File: src/sv/ccq_pkg.sv
// Shared types, constants and helper functions for the coalescing command queue.
package ccq_pkg;

  localparam int QUEUE_DEPTH = 64;
  localparam int IDX_W = $clog2(QUEUE_DEPTH);
  localparam int CNT_W = $clog2(QUEUE_DEPTH + 1);
  localparam int STAMP_WIDTH = 32;
  localparam int MAX_REPEAT = 1000;
  localparam int TYPE_W = 4;
  localparam int ARG_W = 63;
  localparam int REP_W = 10;
  localparam int TAG_W = 16;
  localparam int OUTC_W = 4;

  localparam logic [REP_W-1:0] MAX_REP = REP_W'(MAX_REPEAT);

  localparam logic [1:0] CMD_ENQUEUE = 2'd0;
  localparam logic [1:0] CMD_POP = 2'd1;
  localparam logic [1:0] CMD_BEGIN = 2'd2;
  localparam logic [1:0] CMD_END = 2'd3;

  localparam logic [TYPE_W-1:0] T_OPEN = 4'd0;
  localparam logic [TYPE_W-1:0] T_PLAY = 4'd1;
  localparam logic [TYPE_W-1:0] T_PAUSE = 4'd2;
  localparam logic [TYPE_W-1:0] T_TOGGLE = 4'd3;
  localparam logic [TYPE_W-1:0] T_STOP = 4'd4;
  localparam logic [TYPE_W-1:0] T_SEEK = 4'd5;
  localparam logic [TYPE_W-1:0] T_NEXT = 4'd6;
  localparam logic [TYPE_W-1:0] T_PREVKEY = 4'd9;
  localparam logic [TYPE_W-1:0] T_TICK = 4'd10;

  localparam logic [OUTC_W-1:0] OC_QUEUED = 4'd0;
  localparam logic [OUTC_W-1:0] OC_MERGED = 4'd1;
  localparam logic [OUTC_W-1:0] OC_EVICTED = 4'd2;
  localparam logic [OUTC_W-1:0] OC_DROPPED = 4'd3;
  localparam logic [OUTC_W-1:0] OC_POPPED = 4'd4;
  localparam logic [OUTC_W-1:0] OC_EMPTY = 4'd5;
  localparam logic [OUTC_W-1:0] OC_BEGUN = 4'd6;
  localparam logic [OUTC_W-1:0] OC_ENDED = 4'd7;
  localparam logic [OUTC_W-1:0] OC_IGNORED = 4'd8;

  typedef enum logic [1:0] {WSEL_COPY, WSEL_MERGE, WSEL_NEW} wsel_t;
  typedef enum logic [1:0] {RSEL_NONE, RSEL_STAMPS, RSEL_POP, RSEL_BEGIN} rsel_t;

  typedef struct packed {
    logic [TYPE_W-1:0] kind;
    logic [ARG_W-1:0] arg;
    logic [REP_W-1:0] rep;
    logic [STAMP_WIDTH-1:0] gen;
    logic [STAMP_WIDTH-1:0] del;
    logic [STAMP_WIDTH-1:0] life;
  } entry_t;

  typedef struct packed {
    logic load;
    logic rd_en;
    logic [IDX_W-1:0] rd_idx;
    logic wr_en;
    logic [IDX_W-1:0] wr_idx;
    wsel_t wr_sel;
    logic cnt_clear;
    logic cnt_set;
    logic [CNT_W-1:0] cnt_val;
    logic cnt_inc;
    logic pop;
    logic acc_en;
    logic res_en;
    rsel_t res_sel;
    logic [OUTC_W-1:0] res_outcome;
  } ctrl_t;

  typedef struct packed {
    logic [1:0] item_cmd;
    logic [TYPE_W-1:0] item_type;
    logic [CNT_W-1:0] count;
    logic [TYPE_W-1:0] rd_kind;
    logic end_ok;
    logic out_free;
  } status_t;

  function automatic logic is_nav(input logic [TYPE_W-1:0] t);
    return (t >= T_NEXT) && (t <= T_PREVKEY);
  endfunction

  function automatic logic cancels(input logic [TYPE_W-1:0] inc,
                                   input logic [TYPE_W-1:0] act);
    logic r;
    r = 1'b0;
    if (inc == T_OPEN || inc == T_STOP) begin
      r = 1'b1;
    end else if (inc == T_SEEK) begin
      r = (act != T_OPEN);
    end else if (inc == T_PAUSE || inc == T_TOGGLE || is_nav(inc)) begin
      r = (act == T_TICK);
    end
    return r;
  endfunction

endpackage

File: src/sv/ccq_ctrl.sv
// Sequencer of the command queue: dispatch, filtering passes, eviction, merge and scans.
module ccq_ctrl (
  input  logic clk,
  input  logic rst,
  input  logic in_valid,
  output logic in_stall,
  input  ccq_pkg::status_t sts,
  output ccq_pkg::ctrl_t ctl
);

  typedef enum logic [3:0] {
    S_IDLE, S_DISPATCH, S_FILT_RD, S_FILT_WR, S_MERGE_CHK, S_APPEND,
    S_EVICT_RD, S_EVICT_CHK, S_POP, S_SCAN_RD, S_SCAN_CHK, S_DONE
  } state_t;

  typedef enum logic [1:0] {F_SEEKNAV, F_PLAYPAUSE, F_INDEX} fmode_t;

  state_t state, state_next;
  fmode_t fmode, fmode_next;
  logic [ccq_pkg::CNT_W-1:0] r, r_next;
  logic [ccq_pkg::CNT_W-1:0] w, w_next;
  logic [ccq_pkg::CNT_W-1:0] evict_idx, evict_idx_next;
  logic evicted, evicted_next;
  logic [ccq_pkg::OUTC_W-1:0] oc, oc_next;
  ccq_pkg::rsel_t rsel, rsel_next;
  logic drop;
  logic [ccq_pkg::CNT_W-1:0] last;

  assign in_stall = (state != S_IDLE);
  assign last = sts.count - 1'b1;

  always_comb begin
    unique case (fmode)
      F_SEEKNAV: drop = (sts.rd_kind == ccq_pkg::T_SEEK) || ccq_pkg::is_nav(sts.rd_kind);
      F_PLAYPAUSE: drop = (sts.rd_kind == ccq_pkg::T_PLAY) || (sts.rd_kind == ccq_pkg::T_PAUSE);
      default: drop = (r == evict_idx);
    endcase
  end

  always_comb begin
    ctl = '0;
    ctl.rd_idx = r[ccq_pkg::IDX_W-1:0];
    ctl.wr_idx = w[ccq_pkg::IDX_W-1:0];
    ctl.wr_sel = ccq_pkg::WSEL_COPY;
    ctl.res_sel = rsel;
    ctl.res_outcome = oc;
    state_next = state;
    fmode_next = fmode;
    r_next = r;
    w_next = w;
    evict_idx_next = evict_idx;
    evicted_next = evicted;
    oc_next = oc;
    rsel_next = rsel;
    unique case (state)
      S_IDLE: begin
        if (in_valid) begin
          ctl.load = 1'b1;
          state_next = S_DISPATCH;
        end
      end
      S_DISPATCH: begin
        r_next = '0;
        w_next = '0;
        evicted_next = 1'b0;
        unique case (sts.item_cmd)
          ccq_pkg::CMD_ENQUEUE: begin
            rsel_next = ccq_pkg::RSEL_STAMPS;
            if (sts.item_type > ccq_pkg::T_TICK) begin
              oc_next = ccq_pkg::OC_DROPPED;
              rsel_next = ccq_pkg::RSEL_NONE;
              state_next = S_DONE;
            end else if (sts.item_type == ccq_pkg::T_OPEN ||
                         sts.item_type == ccq_pkg::T_STOP) begin
              ctl.cnt_clear = 1'b1;
              state_next = S_APPEND;
            end else if (sts.item_type == ccq_pkg::T_SEEK) begin
              fmode_next = F_SEEKNAV;
              state_next = S_FILT_RD;
            end else if (sts.item_type == ccq_pkg::T_PLAY ||
                         sts.item_type == ccq_pkg::T_PAUSE) begin
              fmode_next = F_PLAYPAUSE;
              state_next = S_FILT_RD;
            end else if (ccq_pkg::is_nav(sts.item_type) && sts.count != '0) begin
              ctl.rd_en = 1'b1;
              ctl.rd_idx = last[ccq_pkg::IDX_W-1:0];
              state_next = S_MERGE_CHK;
            end else begin
              state_next = S_APPEND;
            end
          end
          ccq_pkg::CMD_POP: begin
            if (sts.count == '0) begin
              oc_next = ccq_pkg::OC_EMPTY;
              rsel_next = ccq_pkg::RSEL_NONE;
              state_next = S_DONE;
            end else begin
              ctl.rd_en = 1'b1;
              ctl.rd_idx = '0;
              state_next = S_POP;
            end
          end
          ccq_pkg::CMD_BEGIN: begin
            oc_next = ccq_pkg::OC_BEGUN;
            rsel_next = ccq_pkg::RSEL_BEGIN;
            state_next = S_SCAN_RD;
          end
          default: begin
            oc_next = sts.end_ok ? ccq_pkg::OC_ENDED : ccq_pkg::OC_IGNORED;
            rsel_next = ccq_pkg::RSEL_NONE;
            state_next = S_DONE;
          end
        endcase
      end
      S_FILT_RD: begin
        if (r == sts.count) begin
          ctl.cnt_set = 1'b1;
          ctl.cnt_val = w;
          state_next = S_APPEND;
        end else begin
          ctl.rd_en = 1'b1;
          state_next = S_FILT_WR;
        end
      end
      S_FILT_WR: begin
        if (!drop) begin
          ctl.wr_en = (w != r);
          w_next = w + 1'b1;
        end
        r_next = r + 1'b1;
        state_next = S_FILT_RD;
      end
      S_MERGE_CHK: begin
        if (sts.rd_kind == sts.item_type) begin
          ctl.wr_en = 1'b1;
          ctl.wr_idx = last[ccq_pkg::IDX_W-1:0];
          ctl.wr_sel = ccq_pkg::WSEL_MERGE;
          oc_next = ccq_pkg::OC_MERGED;
          state_next = S_DONE;
        end else begin
          state_next = S_APPEND;
        end
      end
      S_APPEND: begin
        if (sts.count == ccq_pkg::CNT_W'(ccq_pkg::QUEUE_DEPTH)) begin
          r_next = '0;
          state_next = S_EVICT_RD;
        end else begin
          ctl.wr_en = 1'b1;
          ctl.wr_idx = sts.count[ccq_pkg::IDX_W-1:0];
          ctl.wr_sel = ccq_pkg::WSEL_NEW;
          ctl.cnt_inc = 1'b1;
          oc_next = evicted ? ccq_pkg::OC_EVICTED : ccq_pkg::OC_QUEUED;
          state_next = S_DONE;
        end
      end
      S_EVICT_RD: begin
        if (r == sts.count) begin
          oc_next = ccq_pkg::OC_DROPPED;
          state_next = S_DONE;
        end else begin
          ctl.rd_en = 1'b1;
          state_next = S_EVICT_CHK;
        end
      end
      S_EVICT_CHK: begin
        if (sts.rd_kind != ccq_pkg::T_OPEN && sts.rd_kind != ccq_pkg::T_STOP) begin
          evict_idx_next = r;
          fmode_next = F_INDEX;
          evicted_next = 1'b1;
          r_next = '0;
          w_next = '0;
          state_next = S_FILT_RD;
        end else begin
          r_next = r + 1'b1;
          state_next = S_EVICT_RD;
        end
      end
      S_POP: begin
        ctl.pop = 1'b1;
        oc_next = ccq_pkg::OC_POPPED;
        rsel_next = ccq_pkg::RSEL_POP;
        state_next = S_DONE;
      end
      S_SCAN_RD: begin
        if (r == sts.count) begin
          state_next = S_DONE;
        end else begin
          ctl.rd_en = 1'b1;
          state_next = S_SCAN_CHK;
        end
      end
      S_SCAN_CHK: begin
        ctl.acc_en = 1'b1;
        r_next = r + 1'b1;
        state_next = S_SCAN_RD;
      end
      default: begin
        if (sts.out_free) begin
          ctl.res_en = 1'b1;
          state_next = S_IDLE;
        end
      end
    endcase
  end

  always_ff @(posedge clk) begin
    if (rst) begin
      state <= S_IDLE;
      fmode <= F_SEEKNAV;
      r <= '0;
      w <= '0;
      evict_idx <= '0;
      evicted <= 1'b0;
      oc <= ccq_pkg::OC_QUEUED;
      rsel <= ccq_pkg::RSEL_NONE;
    end else begin
      state <= state_next;
      fmode <= fmode_next;
      r <= r_next;
      w <= w_next;
      evict_idx <= evict_idx_next;
      evicted <= evicted_next;
      oc <= oc_next;
      rsel <= rsel_next;
    end
  end

endmodule

File: config.mk
export PLATFORM = sky130hd
export DESIGN_NAME = ccq_ctrl
export DESIGN_NICKNAME = d
export VERILOG_FILES = /design/src/sv/ccq_pkg.sv /design/src/sv/ccq_ctrl.sv
export SDC_FILE = /design/constraint.sdc
export NUM_CORES = 1
export LEC_CHECK = 0
export BUFFER_PORTS_ARGS = -buffer_cell sky130_fd_sc_hd__buf_2
export CAP_MARGIN = 20
export CORE_AREA = 2 2 82 84
export DETAILED_ROUTE_END_ITERATION = 6
export DIE_AREA = 0 0 84 86
export HOLD_SLACK_MARGIN = 0.08
export PLACE_DENSITY = 0.77
export SLEW_MARGIN = 20
export SYNTH_ARGS = -nofsm -noshare
export SYNTH_HDL_FRONTEND = slang
export SYNTH_SLANG_ARGS = --single-unit
File: constraint.sdc
create_clock -name clk -period 2.2 [get_ports clk]
set_clock_uncertainty 0.05 [all_clocks]
set_input_delay 0.11 -clock clk [delete_from_list [all_inputs] [get_ports clk]]
set_output_delay 0.11 -clock clk [all_outputs]
set_load 0.02 [all_outputs]
==> results of run 1 <==
power breakdown:
part | leakage [nW] | internal (mW) | switching, mW
Clock | 0.0504 | 0.337 | 0.255
Sequential | 0.279 | 0.686 | 0.102
Combinational | 1.26 | 0.496 | 0.735
Total | 1.59 | 1.52 | 1.09
kinds of logic (layout without fill, tap and decap cells):
family,count (synthesis),after routing
AOI/OAI and AO/OA,91,91
xor gates and xnor gates,39,39
adders and majority gates,9,9
buffers and inverters,49,105
DFF,34,34
muxes,13,13
and+or+nand+nor,155,155
cell usage in the layout (no fill, tap or decap), drive strengths merged, types with 6 or more instances in the layout:
cell    count
a21oi      24
buf        83
o21ai      19
ha          8
nand4       9
and3       12
inv        14
mux2i      13
nor2       43
nor3       11
nand2      27
dfxtp      34
nor2b       8
xor2       16
nand3       8
o21a        6
and2        9
nand2b      9
a221o       6
xnor2      23
final timing paths:
check                                        endpoint  cells after the start  slack, ns             startpoint
worst max-delay path                          ctl[28]                      5       0.05  state[1]$_SDFFE_PP0P_
worst min-delay path            state[0]$_SDFFE_PP0P_                      4       0.16               in_valid
worst max register to register  state[1]$_SDFFE_PP0P_                      7       0.18  state[2]$_SDFFE_PP0P_
worst min register to register   rsel[0]$_SDFFE_PP0P_                      2       0.44   rsel[0]$_SDFFE_PP0P_
registers in the layout, summed over array words and instances, names as in the netlist:
signal and flops:
evict_idx 7, r 7, w 7, oc 4
state 4, fmode 2, rsel 2, evicted 1
per-stage QoR:
| step | setup WS [ns] | util (%) | std cells |
|---|---|---|---|
| floorplan | 0.2113 | - | 390 |
| global placement | 0.1968 | 53.90 | 513 |
| detailed placement | 0.1022 | 53.90 | 513 |
| CTS | 0.006043 | 55.87 | 521 |
| global route | -0.002589 | 56.37 | 523 |
| finish | 0.05075 | 56.37 | 523 |
worst min-delay path, delay by kind of cell:
kind	cells	cell delay [ns]
and+or+nand+nor	2	0.21
buffers and inverters	1	0.11
AOI/OAI and AO/OA	1	0.04
cell type report:
cell class	count	area share, %
Multi-Input combinational cell	307	59.41
Sequential cell	34	19.59
Timing Repair Buffer	83	13.58
Tap cell	77	2.723
Clock buffer	5	1.945
Inverter	14	1.485
Clock inverter	3	1.273
per-layer routing:
metal  track usage (%)  vias up
met3             4.812       20
met4             9.824        0
met2             37.53      152
met1             32.88     1477
met5                 0        -
li1                  -     1487
what timing repair did:
action / 4_1_cts / 5_1_grt
pin swaps: 1 / 1
endpoints found under the setup margin: 14 / 15
gates resized for setup: 5 / 8
buffers inserted: 0 / 2
hold endpoints to repair: 0 / 0
==> qor.yml, run 1 <==
clocking:
  cts_buffer_depth: 2
  postCtsHoldBufs: 0
  cts_tree: "built"
  clkTransAtPathRegs_ns: 0.07
  h-tree-depth: 2
  cts_buffers: 5
  clock_latency_ns: 0.29
  root_buffer: "clkbuf_8"
  cts_sinks: 34
timing:
  setup_viol: 0
  whs_ns: 0.1640
  finalSetupTns_ns: 0
  fin_crit_sh_pct: 97.69
  slew_headroom_pct: 64.54
  fmax_mhz: 465.3
  final_max_slew_viol_count: 0
  worst_slew_pin_slew_ns: 0.5261
  hold_violations: 0
  post-route-min-period_ns: 2.149
final_layout:
  final_area_sq_um: 3538
  antenna_cells: 0
  multi_input_area_sq_um: 2102
  area_growth_pct: 18.57
  filler_cell_count: 595
  drive_gt1_share_pct: 25.78
  regArea_sq_um: 693.2
  nets: 475
floorplan:
  core_sq_um: 6277
  die_h_um: 86
  chipWidth_um: 84
  start_util_pct: 47.54
  io_pins: 59
  rows: 29
  dieArea_sq_um: 7224
yosys:
  synthMuxAreaShare_pct: 4.361
  synth_xor_area_share_pct: 11.95
  yosys_warnings: 0
  synth_top_family_by_area: "simple AND/OR/NAND/NOR gates"
  synth_top_area_share_pct: 22.81
  ys_seq_elements: 34
  yosysSeqAreaShare_pct: 22.81
  yosys-top-cells-area: "dfxtp_1, xnor2_1, nor2_1"
  synth.distinct_cells: 65
  syn_nets: 420
  synthTopCellsByCount: "nor2_1, dfxtp_1, nand2_1, a21oi_1, clkbuf_1"
  synth_largest_area_cell: "dfxtp_1"
  synth-simple-area-share_pct: 27.76
  synth-compound-area-share_pct: 22.10
  yosys_most_used_dff: "dfxtp_1"
  ys_async_sr_fraction_pct: 0
  yosys.area_share.adder_pct: 3.690
  synth_cells: 390
  syn_avg_cell_area_sq_um: 7.652
  synth_edf_count: 0
  synth_most_common_cell: "nor2_1"
  syn_area_sq_um: 2984
critical_path:
  cp_top_family: "simple AND/OR/NAND/NOR gates"
  crit_path_end_kind: "output pin"
  criticalPathCategory: "flip-flop to output pin"
  cp_num_buf_inv: 1
  cp_max_fo: 10
  cp_slowest_cell: "dfxtp_2"
  critPathMaxStageDelay_ns: 0.40
  cp-start-kind: "flip-flop"
  crit_arrival_ns: 1.99
  crit_chain: "nor4b_4 > nand2_2 > or3_4 > o21ai_0 > buf_2"
  required_ns: 2.04
place:
  port_buffers: 58
  place_area_sq_um: 3383
  dp.final_hpwl_um: 6624
  gp_congestion: 0.9950
route:
  wl_met1_um: 3785
  route.met3.wl_um: 735
  top_layer: "met4"
  wl_um: 8753
  drt_iter0_drc: 345
  firstDrtPassIters: 5
  postRouteAntennaNets: 0
  vias: 3136
  wl_per_cell_um: 16.74
  vias_per_cell: 5.996
  drc: 0
  met2_length_um: 4052
global_routing:
  grt_max_degree: 24
  grt_overflow: 0
  grtUsageTotal_pct: 24.15
  grt_antenna_before_repair: 0
  grt_pass1_wl_um: 14040
  grt_pass1_vias: 2876
power_and_ir_drop:
  vdd_ir_drop_max_uv: 341.9
  p_total_mw: 2.611
  p_per_area_nw_per_um2: 737.9
  p_leak_nw: 1.591
run:
  maxCapViolCount: 0
outcome:
  status: "finished, final reports clean"
worst_hold_path:
  holdCritPathClass: "input pin to flip-flop"
(Power assumes the default switching activity.)
==> run 2, diff against run 1 <==
--- a/config.mk
+++ b/config.mk
@@ -11,7 +11,7 @@
 export DETAILED_ROUTE_END_ITERATION = 6
 export DIE_AREA = 0 0 84 86
 export HOLD_SLACK_MARGIN = 0.08
-export PLACE_DENSITY = 0.77
+export PLACE_DENSITY_LB_ADDON = 0.3
 export SLEW_MARGIN = 20
 export SYNTH_ARGS = -nofsm -noshare
 export SYNTH_HDL_FRONTEND = slang
==> run 2 against run 1 <==
Combinational power hardly changed; highest routed layer unchanged; utilization increased by 0.72 points; critical path type unchanged; cell count is 0.57% higher; first-iteration DRC count shrank 17%; largest power group unchanged; cell area rose by 1.3%; global-route usage grew 0.62 points; setup slack improved by 0.012 ns; register-to-register slack better by 0.03 ns; sequential power down 2%.
==> qor.yml, run 2 (synthesis results as in run 1) <==
floorplan:
  dieArea_sq_um: 7224  # unchanged
  start_util_pct: 47.54  # unchanged
  core_sq_um: 6277  # unchanged
  die_h_um: 86  # unchanged
  rows: 29  # unchanged
  chipWidth_um: 84  # unchanged
  io_pins: 59  # unchanged
place:
  place_area_sq_um: 3413  # +0.89%
  dp.final_hpwl_um: 6679  # +0.82%
  port_buffers: 58  # unchanged
  gp_congestion: 0.9532  # -4.2%
timing:
  whs_ns: 0.1502  # -0.01379 ns
  final_max_slew_viol_count: 0  # unchanged
  slew_headroom_pct: 67.85  # +3.3 points
  fmax_mhz: 467.9  # +0.57%
  post-route-min-period_ns: 2.137  # -0.01220 ns
  setup_viol: 0  # unchanged
  rsz0062_at_grt: "true"
  hold_violations: 0  # unchanged
  fin_crit_sh_pct: 97.14  # -0.55 points
  worst_slew_pin_slew_ns: 0.4822  # -0.04390 ns
power_and_ir_drop:
  power_switching_mw: 1.110  # +1.7%
  pwr-share-clk_pct: 26.4  # +3.7 points
  power.internal_mw: 1.639  # +7.9%
  p_per_area_nw_per_um2: 767.3  # +4.0%
  switching_share_pct: 40.38  # -1.4 points
  p_total_mw: 2.750  # +5.3%
  power_frac_seq_pct: 28.1  # -2.1 points
  power_frac_comb_pct: 45.5  # -1.6 points
  p_leak_nw: 1.620  # +1.8%
  vdd_ir_drop_max_uv: 391.5  # +15%
clocking:
  root_buffer: "clkbuf_8"
  clkTransAtPathRegs_ns: 0.08  # about the same
  h-tree-depth: 2  # unchanged
  cts_tree: "built"
  postCtsHoldBufs: 0  # unchanged
  cts_buffers: 5  # unchanged
  clock_latency_ns: 0.30  # about the same
  cts_buffer_depth: 2  # unchanged
  cts_sinks: 34  # unchanged
global_routing:
  grt_overflow: 0  # unchanged
  grt_antenna_before_repair: 0  # unchanged
  grt_pass1_vias: 2910  # +1.2%
  grt_max_degree: 24  # unchanged
  grtUsageTotal_pct: 24.76  # +0.62 points
  grt_pass1_wl_um: 14410  # +2.7%
route:
  wl_per_cell_um: 16.94  # +1.2%
  wl_um: 8909  # +1.8%
  firstDrtPassIters: 5  # unchanged
  postRouteAntennaNets: 0  # unchanged
  vias: 3126  # -0.32%
  vias_per_cell: 5.943  # -0.89%
  drt_iter0_drc: 286  # -17%
  drc: 0  # unchanged
worst_hold_path:
  holdCritPathClass: "input pin to flip-flop"
  min_to: "state[0]$_SDFFE_PP0P_"
  holdCritStartpoint: "in_valid"
  hold_depth: 4  # unchanged
final_layout:
  area_growth_pct: 20.08
  final_area_sq_um: 3583  # +1.3%
  final_cell_mix: "buf_2, nor2_1, dfxtp_1"
  nets: 478  # +0.63%
  drive_gt1_share_pct: 25.39  # -0.39 points
  reg_top3: "evict_idx x7, r x7, w x7"
  final_common_cell: "buf_2"
  antenna_cells: 0  # unchanged
critical_path:
  crit_arrival_ns: 1.98  # about the same
  crit_path_end_kind: "output pin"
  timing.reg2reg.setup_slack_ns: 0.21  # +0.03 ns
  cp-start-kind: "flip-flop"
  r2r_cells: 7  # unchanged
  timing.rr.start: "state[3]$_SDFFE_PP0P_"
  required_ns: 2.04  # about the same
  criticalPathCategory: "flip-flop to output pin"
  r2r_end: "oc[1]$_SDFFE_PP0P_"
  cp_max_fo: 6  # -4
run:
  maxCapViolCount: 0  # unchanged
outcome:
  status: "finished, final reports clean"
[run 2: cell types whose count changed in the layout (fill, tap and decap cells not counted), moves of 2 or more]
cell	delta
and3_2	-2
clkinvlp_4	-2
buf_4	+4
dfxtp_1	+3
dfxtp_2	-2
[run 2: area by class of cell]
| type | instances | area (sq um) |
|---|---|---|
| Multi-Input combinational cell | 307 | 2105 |
| Timing Repair Buffer | 86 | 505.5 |
| Fill cell | 597 | 2694 |
| Clock inverter | 3 | 68.82 |
| Clock buffer | 5 | 68.82 |
| Tap cell | 77 | 96.34 |
| Sequential cell | 34 | 686.9 |
| Inverter | 14 | 52.55 |
[run 2: how the worst max path moves through the flow]
stage	startpoint	endpoint	slack (ns)
floorplan	state[1]$_SDFFE_PP0P_	ctl[31]	0.21
global placement	state[1]$_SDFFE_PP0P_	ctl[31]	0.25
detailed placement	state[1]$_SDFFE_PP0P_	ctl[31]	0.23
CTS	state[3]$_SDFFE_PP0P_	ctl[22]	0.006
global route	state[2]$_SDFFE_PP0P_	ctl[30]	-0.02
finish	state[3]$_SDFFE_PP0P_	ctl[32]	0.06
[run 2: repair_timing]
action	in CTS	in global routing
endpoints found under the hold margin	0	0
buffers inserted	0	1
pin swaps	0	2
gates resized for setup	4	6
endpoints found under the setup margin	11	19
[run 2: routing by layer]
metal	vias up	global-route usage, %	wire length (um)
met5	-	0	0
met4	0	6.598	111
met3	14	3.754	721
met2	159	39.42	4015
met1	1465	35.09	4060
li1	1488	-	-
[run 2: power by group through the flow]
stage	registers [mW]	logic [mW]	clock network (mW)
final	0.772	1.25	0.726
after global routing	0.780	1.35	0.755
after CTS	0.766	1.23	0.726
after detailed placement	0.777	1.21	0
after global placement	0.773	1.20	0
after floorplan	0.782	0.824	0
[run 2: worst max-delay path: stages (launching register included)]
cell and delay [ns]:
dfxtp_1 0.40, nor2_2 0.24, nand3b_1 0.15, a2111o_1 0.48
o22a_1 0.26, buf_4 0.16
[run 2: stage by stage]
step / util [%] / setup TNS, ns / setup WS [ns] / cells
after detailed placement: 54.38 / 0 / 0.2285 / 517
after CTS: 56.71 / 0 / 0.006072 / 525
final: 57.09 / 0 / 0.06296 / 526
after global placement: 54.38 / 0 / 0.2487 / 517
after floorplan: - / 0 / 0.2113 / 390
after global routing: 57.09 / -0.04072 / -0.02067 / 526
==> run 3, diff against run 2 <==
--- a/config.mk
+++ b/config.mk
@@ -8,8 +8,10 @@
 export BUFFER_PORTS_ARGS = -buffer_cell sky130_fd_sc_hd__buf_2
 export CAP_MARGIN = 20
 export CORE_AREA = 2 2 82 84
+export CTS_CLUSTER_DIAMETER = 40
 export DETAILED_ROUTE_END_ITERATION = 6
 export DIE_AREA = 0 0 84 86
+export GPL_TIMING_DRIVEN = 0
 export HOLD_SLACK_MARGIN = 0.08
 export PLACE_DENSITY_LB_ADDON = 0.3
 export SLEW_MARGIN = 20
==> run 3 against run 2 <==
The flow now finishes with violations (negative setup slack); count of clock-buffer cells in the layout unchanged; global-route usage grew 0.17 points; setup slack worse by 0.081 ns; wire length rose by 2.6%; critical path depth grew 1; sequential power is 2% lower; die area stayed put; non-clock buffer count up 11; clock power decreased by 2%; critical endpoint unchanged.
==> qor.yml, run 3 (synthesis results as in run 1) <==
final_layout:
  final_area_sq_um: 3716  # +3.7%
  antenna_cells: 0  # unchanged
  instances_no_fill: 537  # +2.1%
  filler_cell_count: 574  # -3.9%
  drive_gt1_share_pct: 26.74  # +1.3 points
  nets: 489  # +2.3%
  area_growth_pct: 24.53
  final_common_cell: "buf_2"
  reg_top3: "evict_idx x7, r x7, w x7"
  final_cell_mix: "buf_2, nor2_1, dfxtp_1"
place:
  gp_congestion: 0.9352  # -1.9%
  dp.final_hpwl_um: 6548  # -2.0%
  dp.cells: 518  # +0.19%
  port_buffers: 51  # -12%
  place_area_sq_um: 3342  # -2.1%
  placement.setup.worst_slack_ns: -0.3161  # -0.5447 ns
critical_path:
  timing.rr.start: "r[4]$_SDFFE_PP0P_"
  crit_path_end_kind: "output pin"
  timing.reg2reg.setup_slack_ns: 0.15  # -0.06 ns
  cp-startpoint: "state[3]$_SDFFE_PP0P_"
  cp-start-kind: "flip-flop"
  cp_max_fo: 6  # unchanged
  required_ns: 2.04  # about the same
  crit_end: "ctl[32]"
  r2r_end: "w[5]$_SDFFE_PP0P_"
  crit_arrival_ns: 2.06  # +0.08 ns
  r2r_cells: 8  # +1
  criticalPathCategory: "flip-flop to output pin"
clocking:
  cts_sinks: 34  # unchanged
  cts_tree: "built"
  cts_buffers: 5  # unchanged
  clock_latency_ns: 0.30  # about the same
  h-tree-depth: 2  # unchanged
  root_buffer: "clkbuf_8"
  clkTransAtPathRegs_ns: 0.08  # about the same
  cts_buffer_depth: 2  # unchanged
power_and_ir_drop:
  pwr-share-clk_pct: 24.9  # -1.5 points
  power_switching_mw: 1.154  # +3.9%
  power.internal_mw: 1.707  # +4.1%
  p_total_mw: 2.861  # +4.0%
  p_per_area_nw_per_um2: 769.9  # +0.33%
  vdd_ir_drop_max_uv: 479.7  # +23%
  switching_share_pct: 40.34  # about the same
  power_frac_seq_pct: 26.6  # -1.5 points
  power_frac_comb_pct: 48.5  # +3.0 points
  p_leak_nw: 1.652  # +2.0%
run:
  maxCapViolCount: 0  # unchanged
timing:
  rsz0062_at_grt: "true"
  worst_slew_pin_slew_ns: 0.7081  # +0.2259 ns
  finalSetupTns_ns: -0.03347  # -0.03347 ns
  setup_viol: 2  # +2
  hold_violations: 0  # unchanged
  post-route-min-period_ns: 2.218  # +0.08116 ns
  fin_crit_sh_pct: 100.8  # +3.7 points
  fmax_mhz: 450.8  # -3.7%
  final_max_slew_viol_count: 0  # unchanged
  slew_headroom_pct: 52.79  # -15 points
  setup_slack_ns: -0.01821  # -0.08116 ns
floorplan:
  dieArea_sq_um: 7224  # unchanged
  die_h_um: 86  # unchanged
  chipWidth_um: 84  # unchanged
  io_pins: 59  # unchanged
  rows: 29  # unchanged
  core_sq_um: 6277  # unchanged
  start_util_pct: 47.54  # unchanged
route:
  firstDrtPassIters: 5  # unchanged
  wl_um: 9137  # +2.6%
  wl_per_cell_um: 17.01  # +0.46%
  vias_per_cell: 5.914  # -0.48%
  drt_iter0_drc: 306  # +7.0%
  postRouteAntennaNets: 0  # unchanged
  vias: 3176  # +1.6%
  drc: 0  # unchanged
global_routing:
  grt_pass1_wl_um: 14570  # +1.0%
  grtUsageTotal_pct: 24.93  # +0.17 points
  grt_antenna_before_repair: 0  # unchanged
  grt_max_degree: 13  # -46%
  grt_overflow: 0  # unchanged
  grt_pass1_vias: 2925  # +0.52%
worst_hold_path:
  holdCritPathClass: "input pin to flip-flop"
outcome:
  status: "complete, but fails checks"
  violations: "negative setup slack"
[run 3: layout make-up]
class	instances	area, sq um	area share [%]
clock buffer	5	68.82	1.852
inverter	14	52.55	1.414
clock inverter	3	68.82	1.852
multi-input combinational	307	2166	58.28
buffer	29	171.4	4.613
sequential	34	695.7	18.72
timing repair buffer	68	396.6	10.67
tap	77	96.34	2.593
[run 3: critical path, cell delays in order, from the launching register on]
cell and delay (ns):
dfxtp_4 0.38, buf_8 0.14, nor2_4 0.14, nand3b_1 0.18, a2111o_1 0.51, o22a_1 0.27
buf_6 0.14
[run 3: routing by layer]
metal / up-vias / wire length, um / GRT usage, %
li1: 1523 / - / -
met1: 1480 / 4032 / 34.62
met2: 156 / 4223 / 41.53
met3: 17 / 743 / 3.465
met4: 0 / 138 / 5.132
met5: - / 0 / 0
[run 3: stage by stage]
step | utilization (%) | hold WS, ns
2_1_floorplan | - | 0.2183
3_3_place_gp | 53.24 | 0.3980
3_5_place_dp | 53.24 | 0.3992
4_1_cts | 56.95 | 0.1441
5_1_grt | 59.20 | 0.1595
6_report | 59.20 | 0.1551
[run 3: worst min-delay path by stage]
stage                     slack, ns                     to  startpoint  cells past startpoint
final                          0.16  state[0]$_SDFFE_PP0P_    in_valid                      4
after global routing           0.16  state[0]$_SDFFE_PP0P_    in_valid                      4
after CTS                      0.14  state[0]$_SDFFE_PP0P_    in_valid                      4
after detailed placement       0.40  state[0]$_SDFFE_PP0P_         rst                      3
after global placement         0.40  state[0]$_SDFFE_PP0P_         rst                      3
after floorplan                0.22  state[0]$_SDFFE_PP0P_         rst                      2
[run 3: power by group through the flow]
stage                     registers, mW  logic [mW]  clock network, mW
final                             0.760        1.39              0.713
after global routing              0.769        1.49              0.745
after CTS                         0.751        1.27              0.732
after detailed placement          0.757        1.17                  0
after global placement            0.751        1.16                  0
after floorplan                   0.782       0.824                  0
[run 3: repair_timing]
| action | in CTS | in global routing |
|---|---|---|
| pin swaps | 7 | 8 |
| hold buffers | 1 | 0 |
| hold endpoints to repair | 1 | 0 |
| setup endpoints to repair | 24 | 22 |
| gates cloned | 0 | 0 |
| resized for setup | 22 | 24 |
| setup buffers | 7 | 9 |
